`src/hdl/peds_pkg.sv`:
```
package peds_pkg;

   // Grid geometry
   localparam int MAX_WIDTH  = 1024;
   localparam int COL_W      = $clog2(MAX_WIDTH);
   localparam int GRID_W_W   = 11;

   // Field widths
   localparam int LEVEL_W    = 32;
   localparam int FACTOR_W   = 17;
   localparam int BOUND_W    = 31;
   localparam int QUARTER_W  = FACTOR_W - 2;
   localparam int WIDE_W     = LEVEL_W + 3;

   // Configuration port
   localparam int CSR_IDX_W  = 3;
   localparam int CSR_DATA_W = 31;
   localparam logic [CSR_IDX_W-1:0] CSR_RETAIN  = 3'd0;
   localparam logic [CSR_IDX_W-1:0] CSR_SPREAD  = 3'd1;
   localparam logic [CSR_IDX_W-1:0] CSR_CEILING = 3'd2;
   localparam logic [CSR_IDX_W-1:0] CSR_FLOOR   = 3'd3;
   localparam logic [CSR_IDX_W-1:0] CSR_WIDTH   = 3'd4;

   // Reset values of the configuration registers
   localparam logic [FACTOR_W-1:0] RETAIN_RESET  = 17'd65536;
   localparam logic [FACTOR_W-1:0] SPREAD_RESET  = 17'd0;
   localparam logic [BOUND_W-1:0]  CEILING_RESET = 31'h7fff_ffff;
   localparam logic [BOUND_W-1:0]  FLOOR_RESET   = 31'd0;
   localparam logic [GRID_W_W-1:0] WIDTH_RESET   = GRID_W_W'(MAX_WIDTH);

   // Queue between front and back
   localparam int QUEUE_DEPTH = 4;
   localparam int QPTR_W      = $clog2(QUEUE_DEPTH);
   localparam int QCNT_W      = QPTR_W + 1;

   typedef struct packed {
      logic [FACTOR_W-1:0] retain_factor;
      logic [FACTOR_W-1:0] spread_factor;
      logic [BOUND_W-1:0]  ceiling_level;
      logic [BOUND_W-1:0]  floor_level;
      logic [GRID_W_W-1:0] grid_width;
   } cfg_type;

   // One evaporated cell on its way to the line stores
   typedef struct packed {
      logic               flush;
      logic               blocked;
      logic [LEVEL_W-1:0] level;
   } cell_type;

   // Ceiling first, then floor
   function automatic logic [LEVEL_W-1:0] bound_level(input logic signed [WIDE_W-1:0] v,
                                                       input logic [BOUND_W-1:0] ceil_lvl,
                                                       input logic [BOUND_W-1:0] floor_lvl);
      logic signed [WIDE_W-1:0] c;
      logic signed [WIDE_W-1:0] f;
      logic signed [WIDE_W-1:0] t;
      c = $signed({{(WIDE_W-BOUND_W){1'b0}}, ceil_lvl});
      f = $signed({{(WIDE_W-BOUND_W){1'b0}}, floor_lvl});
      t = (v > c) ? c : v;
      return (t < f) ? '0 : t[LEVEL_W-1:0];
   endfunction

endpackage

```
`src/hdl/peds_queue.sv`:
```
module peds_queue (
   input  logic               clock,
   input  logic               reset,
   input  logic               push_valid,
   input  peds_pkg::cell_type push_cell,
   output logic               push_full,
   output logic               pop_valid,
   output peds_pkg::cell_type pop_cell,
   input  logic               pop_ready
);
   import peds_pkg::*;

   cell_type            slot_ff [QUEUE_DEPTH];
   logic [QPTR_W-1:0]   wr_ptr_ff, wr_ptr_in;
   logic [QPTR_W-1:0]   rd_ptr_ff, rd_ptr_in;
   logic [QCNT_W-1:0]   count_ff, count_in;
   logic                do_push;
   logic                do_pop;

   assign push_full = (count_ff == QCNT_W'(QUEUE_DEPTH));
   assign pop_valid = (count_ff != '0);
   assign pop_cell  = slot_ff[rd_ptr_ff];
   assign do_push   = push_valid & ~push_full;
   assign do_pop    = pop_ready & pop_valid;

   always_comb begin
      wr_ptr_in = do_push ? wr_ptr_ff + 1'b1 : wr_ptr_ff;
      rd_ptr_in = do_pop  ? rd_ptr_ff + 1'b1 : rd_ptr_ff;
      count_in  = count_ff + QCNT_W'(do_push) - QCNT_W'(do_pop);
   end

   always_ff @(posedge clock) begin
      if (reset) begin
         wr_ptr_ff <= '0;
         rd_ptr_ff <= '0;
         count_ff  <= '0;
      end else begin
         wr_ptr_ff <= wr_ptr_in;
         rd_ptr_ff <= rd_ptr_in;
         count_ff  <= count_in;
      end
   end

   always_ff @(posedge clock) begin
      if (do_push) begin
         slot_ff[wr_ptr_ff] <= push_cell;
      end
   end

endmodule

```
`config.mk`:
```
export PLATFORM = sky130hd
export DESIGN_NAME = peds_queue
export DESIGN_NICKNAME = d
export VERILOG_FILES = /design/src/hdl/peds_pkg.sv /design/src/hdl/peds_queue.sv
export SDC_FILE = /design/constraint.sdc
export NUM_CORES = 1
export LEC_CHECK = 0
export BUFFER_PORTS_ARGS = -buffer_cell sky130_fd_sc_hd__buf_4
export CORE_MARGIN = 1.5
export CORE_UTILIZATION = 60
export DETAILED_ROUTE_END_ITERATION = 12
export PLACE_DENSITY = 0.79
export SYNTH_ARGS = -nofsm -noshare
export SYNTH_HDL_FRONTEND = slang
export SYNTH_SLANG_ARGS = --single-unit
```
`constraint.sdc`:
```
create_clock -name clock -period 5.2 [get_ports clock]
set_input_delay 0.78 -clock clock [delete_from_list [all_inputs] [get_ports clock]]
set_output_delay 0.78 -clock clock [all_outputs]
set_load 0.02 [all_outputs]
```
==> reports/metrics.cfg <==
[logic_synthesis]
ys_seq_area_frac=0.7863
ys_ff_latch=145
synth_nets=272
syn_area_per_cell_um2=23.89
synth_cell_types=25
synthFlopType=edfxtp_1
synthCells=227
yosys_warnings=0
async_reset_ff_frac=0
synth-edff-count=136
synth.cell_area_um2=5423

[floorplanning]
initial_core_util=0.6218
dieArea_um2=9617
die_y_um=98.07
core_region_area_um2=8721
ioPinCount=74
fp.dieW_um=98.07
placementRows=34

[run]
timing.max_cap.violations=0

[cts]
h-tree-depth=4
postCtsSetupBuffers=0
post_cts_resized=0
numCtsBuffers=17
cts_buffer_depth=2
cts.sinks=145
clk_pin_slew_ns=0.06
cts_tree=built
clockRootBuffer=clkbuf_8
clk_latency_ns=0.51
postCtsHoldBufs=0

[finish]
ff_latch_area_um2=4267
nets=356
multi_input_area_um2=1047
nFillCells=475
fin_area_um2=6585
drive_gt1_frac=0.4352
syn_to_final_growth_pct=21.44
diodes=0

[timing]
max-slew-margin-rel=0.3853
tightestPinTransition_ns=0.9220
setup_viol=0
finalCritPeriodShare=0.6145
rsz0062_at_grt=no
post-route-min-period_ns=3.196
finalHoldViolations=0
fmaxAchievable_mhz=312.9
skew_ns=0.008187
layout_setup_ws_ns=2.004
tns_ns=0
final-max-slew-violation-count=0

[worst_setup_path]
worst-r2r-cell-count=11
cp-end-kind=primary output
r2r_end=count_ff[2]
crit_fanout=27
critical_path_class=register to primary output
required_ns=4.42
worst_setup_path_start_kind=register
r2r_setup_slack_ns=2.86
cp_data_arrival_time_ns=2.42
r2r-start=count_ff[1]

[drt]
detail_route.wl_per_cell_um=21.37
viasPerCell=5.764
wl_mm=9.232
drc=0
antenna_left=0
firstDrtPassIters=4
drt_iter0_drc=129
vias=2490

[min_path]
worstHoldStart=push_cell[6]
worstHoldEndpoint=slot_ff[3][6]
holdPathStages=1
hold_path_class=input port to register

[placed_design]
hpwl_mm=5.042
place_congestion=0.6527
dpl_cell_area_um2=6027
portBuffers=73
place_ws_ns=2.480

[power]
powerDensity_nw_per_um2=531.2
peakVddDrop_mv=0.3345
p_total_mw=3.498
power_leakage_nw=2.277

[grt]
grt_max_degree=35
grt_remaining_overflow=0
grt_pass1_wl_mm=14.14
grt_pass1_vias=2592
antenna_found_initial=0
track_usage=0.2049

[status]
status=completed

-- flip-flops by register name (all words and copies together) (netlist names), named ones only --
signal	cells
wr_ptr_ff	2
count_ff	3
slot_ff	136
rd_ptr_ff	2
-- power breakdown --
| part | leakage [nW] | total [mW] | internal [mW] | switching, mW |
|---|---|---|---|---|
| registers | 1.32 | 1.50 | 1.42 | 0.0799 |
| clock network | 0.265 | 1.14 | 0.680 | 0.461 |
| logic | 0.692 | 0.854 | 0.412 | 0.441 |
| total | 2.28 | 3.50 | 2.52 | 0.982 |
-- metal layers --
layer / GRT usage / part of all wire / up-vias
met5: 0 / 0 / -
met4: 0.08791 / 0.017 / 0
met3: 0.05870 / 0.053 / 14
met2: 0.3305 / 0.52 / 98
met1: 0.2650 / 0.41 / 1262
li1: - / - / 1116
-- logic make-up after synthesis --
family          Yosys count  share of synthesized area
flops                   145                     0.7863
buf+inv                  15                    0.02146
xor+xnor                  3                   0.004846
fa+ha+maj                 7                    0.01754
compound gates            4                   0.005075
mux                      35                     0.1458
simple gates             18                    0.01892
-- placed cells by master (no fill, tap or decap), drive strengths merged --
cell type	count
dfxtp	9
mux4	34
edfxtp	136
bufinv	2
or3	2
o311ai	1
nor2	6
buf	74
nor2b	1
and2	5
inv	8
o21ai	1
xnor2	1
nor3	1
nand2b	2
o31a	1
ha	6
xor2	2
mux2i	1
clkinv	6
clkbuf	18
a21oi	1
nor3b	1
fa	1
clkinvlp	4
-- how the worst max path moves through the flow --
stage	start	to	depth (start not counted)
floorplan	push_valid	count_ff[2]	11
global placement	register	pop_cell[30]	3
detailed placement	register	pop_cell[30]	3
CTS	register	pop_cell[30]	3
global route	register	pop_cell[30]	3
finish	register	pop_cell[30]	3
-- synth_stat cells (2+ instances only) --
library cell | n | share of area
nor2_1 | 6 | 0.0042
edfxtp_1 | 136 | 0.75
mux4_1 | 4 | 0.019
dfxtp_1 | 9 | 0.033
buf_12 | 3 | 0.011
or3_1 | 2 | 0.0023
and2_1 | 5 | 0.0058
mux4_2 | 30 | 0.12
inv_1 | 6 | 0.0042
clkbuf_1 | 2 | 0.0014
nand2b_1 | 2 | 0.0023
ha_1 | 6 | 0.014
buf_2 | 3 | 0.0028
xor2_1 | 2 | 0.0032
-- layout make-up --
| cell class | instances | area share |
|---|---|---|
| clock buffers | 18 | 0.06346 |
| well taps | 108 | 0.02052 |
| inverters | 6 | 0.003420 |
| flip-flops and latches | 145 | 0.6479 |
| repair buffers | 74 | 0.08436 |
| multi-input cells | 67 | 0.1590 |
| clock inverters | 14 | 0.02128 |
-- metrics by stage --
step	utilization	hold WS (ns)	cells
finish	0.7551	0.4643	432
global route	0.7551	0.4452	432
CTS	0.7551	0.4429	432
detailed placement	0.6911	0.5197	400
global placement	0.6911	0.5006	400
floorplan	-	0.4818	227
-- critical path, cell delays in order, from the launching register on --
cell and delay [ns]:
dfxtp_2 0.49, buf_4 0.53, mux4_1 0.69, buf_4 0.19
(Power assumes the default switching activity.)
