`config.mk`:
```
export PLATFORM = sky130hd
export DESIGN_NAME = peds_front
export DESIGN_NICKNAME = d
export VERILOG_FILES = /design/src/hdl/peds_pkg.sv /design/src/hdl/peds_front.sv
export SDC_FILE = /design/constraint.sdc
export NUM_CORES = 1
export LEC_CHECK = 0
export ABC_AREA = 1
export BUFFER_PORTS_ARGS = -buffer_cell sky130_fd_sc_hd__buf_2
export CORE_ASPECT_RATIO = 0.5
export CORE_MARGIN = 3
export CORE_UTILIZATION = 47
export CTS_CLUSTER_DIAMETER = 200
export DETAILED_ROUTE_END_ITERATION = 10
export PLACE_DENSITY = 0.65
export SLEW_MARGIN = 10
export SYNTH_ARGS = -nofsm -noshare
export SYNTH_HDL_FRONTEND = slang
export SYNTH_SLANG_ARGS = --single-unit
```
`constraint.sdc`:
```
create_clock -name clock -period 9.7 [get_ports clock]
set_input_delay 0.97 -clock clock [delete_from_list [all_inputs] [get_ports clock]]
set_output_delay 0.97 -clock clock [all_outputs]
set_load 0.02 [all_outputs]
```
`src/hdl/peds_pkg.sv`:
```
package peds_pkg;

   // Grid geometry
   localparam int MAX_WIDTH  = 1024;
   localparam int COL_W      = $clog2(MAX_WIDTH);
   localparam int GRID_W_W   = 11;

   // Field widths
   localparam int LEVEL_W    = 32;
   localparam int FACTOR_W   = 17;
   localparam int BOUND_W    = 31;
   localparam int QUARTER_W  = FACTOR_W - 2;
   localparam int WIDE_W     = LEVEL_W + 3;

   // Configuration port
   localparam int CSR_IDX_W  = 3;
   localparam int CSR_DATA_W = 31;
   localparam logic [CSR_IDX_W-1:0] CSR_RETAIN  = 3'd0;
   localparam logic [CSR_IDX_W-1:0] CSR_SPREAD  = 3'd1;
   localparam logic [CSR_IDX_W-1:0] CSR_CEILING = 3'd2;
   localparam logic [CSR_IDX_W-1:0] CSR_FLOOR   = 3'd3;
   localparam logic [CSR_IDX_W-1:0] CSR_WIDTH   = 3'd4;

   // Reset values of the configuration registers
   localparam logic [FACTOR_W-1:0] RETAIN_RESET  = 17'd65536;
   localparam logic [FACTOR_W-1:0] SPREAD_RESET  = 17'd0;
   localparam logic [BOUND_W-1:0]  CEILING_RESET = 31'h7fff_ffff;
   localparam logic [BOUND_W-1:0]  FLOOR_RESET   = 31'd0;
   localparam logic [GRID_W_W-1:0] WIDTH_RESET   = GRID_W_W'(MAX_WIDTH);

   // Queue between front and back
   localparam int QUEUE_DEPTH = 4;
   localparam int QPTR_W      = $clog2(QUEUE_DEPTH);
   localparam int QCNT_W      = QPTR_W + 1;

   typedef struct packed {
      logic [FACTOR_W-1:0] retain_factor;
      logic [FACTOR_W-1:0] spread_factor;
      logic [BOUND_W-1:0]  ceiling_level;
      logic [BOUND_W-1:0]  floor_level;
      logic [GRID_W_W-1:0] grid_width;
   } cfg_type;

   // One evaporated cell on its way to the line stores
   typedef struct packed {
      logic               flush;
      logic               blocked;
      logic [LEVEL_W-1:0] level;
   } cell_type;

   // Ceiling first, then floor
   function automatic logic [LEVEL_W-1:0] bound_level(input logic signed [WIDE_W-1:0] v,
                                                       input logic [BOUND_W-1:0] ceil_lvl,
                                                       input logic [BOUND_W-1:0] floor_lvl);
      logic signed [WIDE_W-1:0] c;
      logic signed [WIDE_W-1:0] f;
      logic signed [WIDE_W-1:0] t;
      c = $signed({{(WIDE_W-BOUND_W){1'b0}}, ceil_lvl});
      f = $signed({{(WIDE_W-BOUND_W){1'b0}}, floor_lvl});
      t = (v > c) ? c : v;
      return (t < f) ? '0 : t[LEVEL_W-1:0];
   endfunction

endpackage

```
`src/hdl/peds_front.sv`:
```
module peds_front (
   input  logic               clock,
   input  logic               reset,
   input  peds_pkg::cfg_type  cfg,
   input  logic               req_valid,
   output logic               req_stall,
   input  logic signed [31:0] req_cell_level,
   input  logic               req_cell_blocked,
   input  logic               req_flush_row,
   output logic               push_valid,
   output peds_pkg::cell_type push_cell,
   input  logic               push_full
);
   import peds_pkg::*;

   logic                 s1_valid_ff, s1_valid_in;
   logic                 s1_neg_ff;
   logic                 s1_blocked_ff;
   logic                 s1_flush_ff;
   logic [LEVEL_W-1:0]   s1_prod_ff;
   logic [LEVEL_W+15:0]  prod_full;
   logic                 accept;

   // Stage holds one word; it stalls only when the queue is full
   assign req_stall = s1_valid_ff & push_full;
   assign accept    = req_valid & ~req_stall;

   // Evaporation product of the level and the Q1.16 retain factor, truncated
   assign prod_full = (LEVEL_W+16)'(req_cell_level[LEVEL_W-2:0])
                    * (LEVEL_W+16)'(cfg.retain_factor);

   always_comb begin
      s1_valid_in = s1_valid_ff;
      if (accept) begin
         s1_valid_in = 1'b1;
      end else if (!push_full) begin
         s1_valid_in = 1'b0;
      end
   end

   always_ff @(posedge clock) begin
      if (reset) begin
         s1_valid_ff <= 1'b0;
      end else begin
         s1_valid_ff <= s1_valid_in;
      end
   end

   always_ff @(posedge clock) begin
      if (accept) begin
         s1_neg_ff     <= req_cell_level[LEVEL_W-1];
         s1_blocked_ff <= req_cell_blocked;
         s1_flush_ff   <= req_flush_row;
         s1_prod_ff    <= prod_full[LEVEL_W+15:16];
      end
   end

   // Clamp and classify; a flush cell acts as blocked
   assign push_valid        = s1_valid_ff;
   assign push_cell.flush   = s1_flush_ff;
   assign push_cell.blocked = s1_blocked_ff | s1_flush_ff;
   assign push_cell.level   = s1_neg_ff ? '0
                            : bound_level($signed(WIDE_W'(s1_prod_ff)),
                                          cfg.ceiling_level, cfg.floor_level);

endmodule

```
==> results of run 1 <==
-- routing by layer --
metal | track usage, % | vias up | routed length, µm
met2 | 38.0 | 613 | 22900
met3 | 3.87 | 70 | 4560
li1 | - | 7529 | -
met5 | 0 | - | 0
met4 | 3.93 | 0 | 772
met1 | 35.1 | 7835 | 24400
-- cells in the final DEF, fill, tap and decap left out, types with 11 or more instances in the layout --
cell and instances:
xnor2_1 13, edfxtp_1 35, fa_1 432, a21oi_2 30
inv_1 790, buf_2 151, ha_1 181, o21ai_0 59
xor2_1 22, nor2_1 63, nand4_1 11, nand3_1 12
a21oi_1 82, nand2_1 700
-- final timing paths --
kind / end / cells past startpoint / from / slack (ns)
worst max register to register: s1_prod_ff[10]$_DFFE_PP_ / 4 / push_valid$_SDFFE_PP0P_ / 8.46
worst min-delay path: push_valid$_SDFFE_PP0P_ / 2 / push_valid$_SDFFE_PP0P_ / 0.48
worst max-delay path: s1_prod_ff[30]$_DFFE_PP_ / 21 / cfg[98] / 2.38
worst min register to register: push_valid$_SDFFE_PP0P_ / 2 / push_valid$_SDFFE_PP0P_ / 0.48
-- registers in the layout, summed over array words and instances, names as in the netlist --
| signal | flops |
|---|---|
| push_valid | 1 |
| s1_prod_ff | 32 |
| s1_blocked_ff | 1 |
| s1_neg_ff | 1 |
| s1_flush_ff | 1 |
-- final cells by class --
| cell class | instances | area, µm² |
|---|---|---|
| fillers | 4099 | 20100 |
| multi-input cells | 1665 | 15600 |
| clock buffers | 5 | 125 |
| repair buffers | 155 | 786 |
| flip-flops and latches | 36 | 1070 |
| well taps | 567 | 709 |
| clock inverters | 3 | 42.5 |
| inverters | 790 | 2970 |
-- cells by family after synthesis --
kind of cell               Yosys count  synth area share [%]
AOI/OAI and AO/OA                  213                  6.32
xor gates and xnor gates            35                  1.52
adders and majority gates          613                  54.2
buffers and inverters              919                  17.3
DFF                                 36                  5.31
other                                1                0.0186
and+or+nand+nor                    803                  15.4
-- synthesized netlist by cell type --
cell type	number	area, µm²
nor3_1	3	15.0
o21ai_2	1	8.76
inv_1	790	2970
nand4_1	11	68.8
a31oi_1	7	43.8
ha_1	181	2260
nor2_2	3	18.8
o211a_1	1	10.0
o21ai_0	59	295
nor3_2	1	10.0
edfxtp_1	35	1050
a21o_1	3	22.5
xnor2_1	13	114
a211oi_1	3	22.5
clkbuf_1	123	462
o21bai_1	6	45.0
xor2_1	22	193
nor2_1	64	240
a21oi_2	30	263
buf_6	3	33.8
dfxtp_1	1	20.0
o21a_1	9	67.6
a21oi_1	82	410
buf_2	1	5.00
a21boi_0	1	7.51
nand3_1	12	60.1
buf_4	2	15.0
or2_2	1	6.26
nand3_2	2	20.0
o31ai_1	2	15.0
nor4_1	1	6.26
nand2_1	700	2630
conb_1	1	3.75
a2111oi_0	1	8.76
and3_1	1	6.26
nand2_2	4	25.0
a21boi_1	2	15.0
fa_1	432	8650
o211ai_1	2	15.0
o221ai_1	1	8.76
o21ai_1	3	15.0
-- worst register-to-register path: cells and delay by family (launching register included) --
kind	cells	cell delay [ns]
AND/OR/NAND/NOR	2	0.14
flip-flops	1	0.31
buffers and inverters	2	0.44
-- stage by stage --
stage	util (%)	hold slack (ns)	std cells
final	51.5	0.478	3221
after global routing	51.5	0.533	3221
after CTS	51.5	0.484	3221
after detailed placement	51.1	0.476	3213
after global placement	51.1	0.456	3213
after floorplan	-	0.546	2620
==> results_dict.tcl, run 1 <==
set metrics [dict create \
    grt_pass1_vias 17000 \
    skew_ns 0.00355 \
    gp_congestion 0.891 \
    drt_wl_total_um 52600 \
    slowest_stage "buf_2" \
    cp-start-kind "input port" \
    numCtsBuffers 5 \
    grt_setup_unrepaired "no" \
    antenna_found_initial 0 \
    finalSetupViolations 0 \
    grt_max_degree 62 \
    clk_latency_ns 0.28 \
    final_nets 3411 \
    drtIter0Drc 1096 \
    arrival_ns 7.33 \
    clk_path_buf_depth 2 \
    synth_seq_area_share_pct 5.31 \
    cpLargestDelayFamily "adder cells" \
    cts.sinks 36 \
    synth_cell_types 41 \
    hp-class "reg2reg" \
    track_usage_pct 23.9 \
    num_rows 52 \
    path_clk_slew_ns 0.05 \
    h-tree-depth 2 \
    synth_fp_nets 3378 \
    coreArea_um2 41400 \
    syn_area_per_cell_um2 7.69 \
    yosysWarnings 0 \
    ioPinCount 181 \
    required_ns 9.71 \
    status "completed" \
    die_x_um 299 \
    path_buf_inv 4 \
    post-place-ws_ns 2.18 \
    grt_first_pass_wirelength_um 87800 \
    wire_per_inst_um 16.3 \
    drc 0 \
    period_share_pct 75.5 \
    endpoint_kind "flip-flop" \
    finalCriticalPeriod_ns 7.32 \
    cap_violations 0 \
    place_area_um2 21100 \
    cts_tree "done" \
    cts_resized 0 \
    tightest_slew_ns 0.912 \
    cp_common_cell "fa_1" \
    fin_ws_ns 2.38 \
    dr_total_vias 16000 \
    netlist_instances 2620 \
    synth_area_um2 20200 \
    drive_gt1_share_pct 7.80 \
    cp_max_fo 31 \
    critPathKind "in2reg" \
    synthToLayoutAreaGrowth_pct 5.77 \
    dieHeight_um 152 \
    die_area_um2 45600 \
    diodes 0 \
    crit_chain "buf_2, nand2_1, fa_1, inv_1, fa_1, fa_1, fa_1, fa_1, inv_1, fa_1, inv_1, ha_1, a21oi_1, o21a_1, a21boi_0, o21ai_0, a21oi_1, o21bai_1, a21oi_1, o221ai_1, xor2_1" \
    initial_utilization_pct 48.7 \
    viasPerCell 4.98 \
    report.final.slew_viol_count 0 \
    place_hpwl_um 41900 \
    dr.pass1.iters 6 \
    slowest_delay_ns 0.63 \
    setup-tns-final_ns 0 \
    slew-limit-headroom_pct 39.1 \
    postCtsSetupBuffers 0 \
    hold_violations 0 \
    overflow 0 \
    max_freq_ghz 0.137 \
    fin_area_um2 21300 \
    ant_nets 0 \
    hold_buffers 0 \
    synth_seq_cells 36 \
    root_buffer "clkbuf_16" \
    port_buffers 151 \
]
Power of run 1 is left out: the tool's default activity adds up to more than one toggle a clock period on the data nets, which glitch-free logic cannot reach.
==> run 2, diff against run 1 <==
==> constraint.sdc (replaced) <==
create_clock -name clock -period 6.95 [get_ports clock]
set_input_delay 0.695 -clock clock [delete_from_list [all_inputs] [get_ports clock]]
set_output_delay 0.695 -clock clock [all_outputs]
set_load 0.02 [all_outputs]
==> run 2 against run 1 <==
Cell count rose by 1.6%. Via count is 0.55% higher. Critical endpoint unchanged. Global-route usage shrank 0.39 points. Die area did not move. Register-to-register slack worse by 2.9 ns. Clock skew rose by 0.0021 ns. Wire length shrank 1.8%. Non-clock buffer count is 51 higher. Sequential cell count unchanged. Core utilization is 1.1 points higher.
==> results_dict.tcl, run 2 (same netlist as run 1, synthesis figures left out) <==
set metrics [dict create \
    status "completed" \
    clk_path_buf_depth 2 \
    cp_max_fo 18 \
    dieHeight_um 152 \
    grt_pass1_vias 17000 \
    report.final.slew_viol_count 0 \
    track_usage_pct 23.5 \
    gp_congestion 0.909 \
    die_area_um2 45600 \
    fillerInstances 4006 \
    die_x_um 299 \
    holdPathStages 2 \
    hold_slack_ns 0.471 \
    root_buffer "clkbuf_16" \
    max_freq_ghz 0.153 \
    slowest_stage "fa_1" \
    drt_wl_total_um 51600 \
    cp-start-kind "input port" \
    dr.pass1.iters 5 \
    initial_utilization_pct 48.7 \
    drc 0 \
    synthToLayoutAreaGrowth_pct 8.04 \
    layout_commonest_cell "inv_1" \
    cts_resized 0 \
    drive_gt1_share_pct 9.54 \
    finalSetupViolations 0 \
    slew-limit-headroom_pct 40.1 \
    grt_first_pass_wirelength_um 87000 \
    required_ns 6.97 \
    path_clk_slew_ns 0.05 \
    antenna_found_initial 0 \
    numCtsBuffers 5 \
    critPathKind "in2reg" \
    wire_per_inst_um 15.8 \
    crit_chain "buf_2, nand2_1, fa_1, inv_1, fa_1, fa_1, fa_1, fa_1, inv_1, fa_1, inv_1, ha_1, a21oi_1, inv_1, a21oi_1, inv_1, a21oi_1, o21ai_0, a21oi_1, o21bai_1, a21oi_1, o221ai_1, xor2_1" \
    tightest_slew_ns 0.897 \
    endpoint_kind "flip-flop" \
    largest_register_ffs 32 \
    ant_nets 0 \
    clk_latency_ns 0.28 \
    postCtsSetupBuffers 0 \
    drtIter0Drc 955 \
    place_hpwl_um 43000 \
    h-tree-depth 2 \
    overflow 0 \
    hold_violations 0 \
    grt_max_degree 62 \
    coreArea_um2 41400 \
    viasPerCell 4.93 \
    arrival_ns 6.54 \
    regMostFlops "s1_prod_ff" \
    slowest_delay_ns 0.59 \
    final_cell_mix "790 x inv_1, 700 x nand2_1, 432 x fa_1" \
    hold_buffers 0 \
    r2r_cells 4 \
    grt_setup_unrepaired "no" \
    num_rows 52 \
    dr_total_vias 16100 \
    cts.sinks 36 \
    setup-tns-final_ns 0 \
    hp-class "reg2reg" \
    final_nets 3462 \
    diodes 0 \
    finalCriticalPeriod_ns 6.52 \
    cp_common_cell "fa_1" \
    cts_tree "done" \
    port_buffers 151 \
    ioPinCount 181 \
    final_util_pct 52.6 \
    period_share_pct 93.8 \
    skew_ns 0.00569 \
    cap_violations 0 \
]
==> run 2: cell count changes in the layout (fill, tap and decap cells not counted) <==
cell / change
buf_4: +45
buf_12: +6
==> run 2: cell type report <==
type / count / area [µm²] / area share, %
Timing Repair Buffer: 206 / 1240 / 5.71
Multi-Input combinational cell: 1665 / 15600 / 71.7
Sequential cell: 36 / 1070 / 4.92
Tap cell: 567 / 709 / 3.26
Clock buffer: 5 / 125 / 0.575
Inverter: 790 / 2970 / 13.6
Clock inverter: 3 / 42.5 / 0.195
==> run 2: layer usage <==
metal  vias to the layer above  GRT usage (%)  routed length, µm
met5                         -              0                  0
met4                         0           4.16                790
met3                        55           3.70               4070
met2                       500           36.8              22500
met1                      7964           34.9              24300
li1                       7616              -                  -
==> run 2: path summary, 6_finish.rpt <==
check / startpoint / end / slack (ns)
max: cfg[98] / s1_prod_ff[30]$_DFFE_PP_ / 0.43
min: push_valid$_SDFFE_PP0P_ / push_valid$_SDFFE_PP0P_ / 0.47
max reg2reg: push_valid$_SDFFE_PP0P_ / s1_prod_ff[1]$_DFFE_PP_ / 5.61
min reg2reg: push_valid$_SDFFE_PP0P_ / push_valid$_SDFFE_PP0P_ / 0.47
==> run 2: critical path: cells and delay by family <==
family,cells,cell delay [ns]
adders and majority gates,7,3.37
AOI/OAI and AO/OA,8,1.39
xor gates and xnor gates,1,0.17
and+or+nand+nor,1,0.16
buffers and inverters,6,0.73
==> run 2: per-stage QoR <==
step | std cells | setup WS (ns) | cell area [µm²]
2_1_floorplan | 2620 | 0.605 | 20200
3_3_place_gp | 3264 | 0.219 | 21600
3_5_place_dp | 3264 | 0.186 | 21600
4_1_cts | 3272 | 0.474 | 21800
5_1_grt | 3272 | 0.0360 | 21800
6_report | 3272 | 0.429 | 21800
Power of run 2 is left out for the same reason.
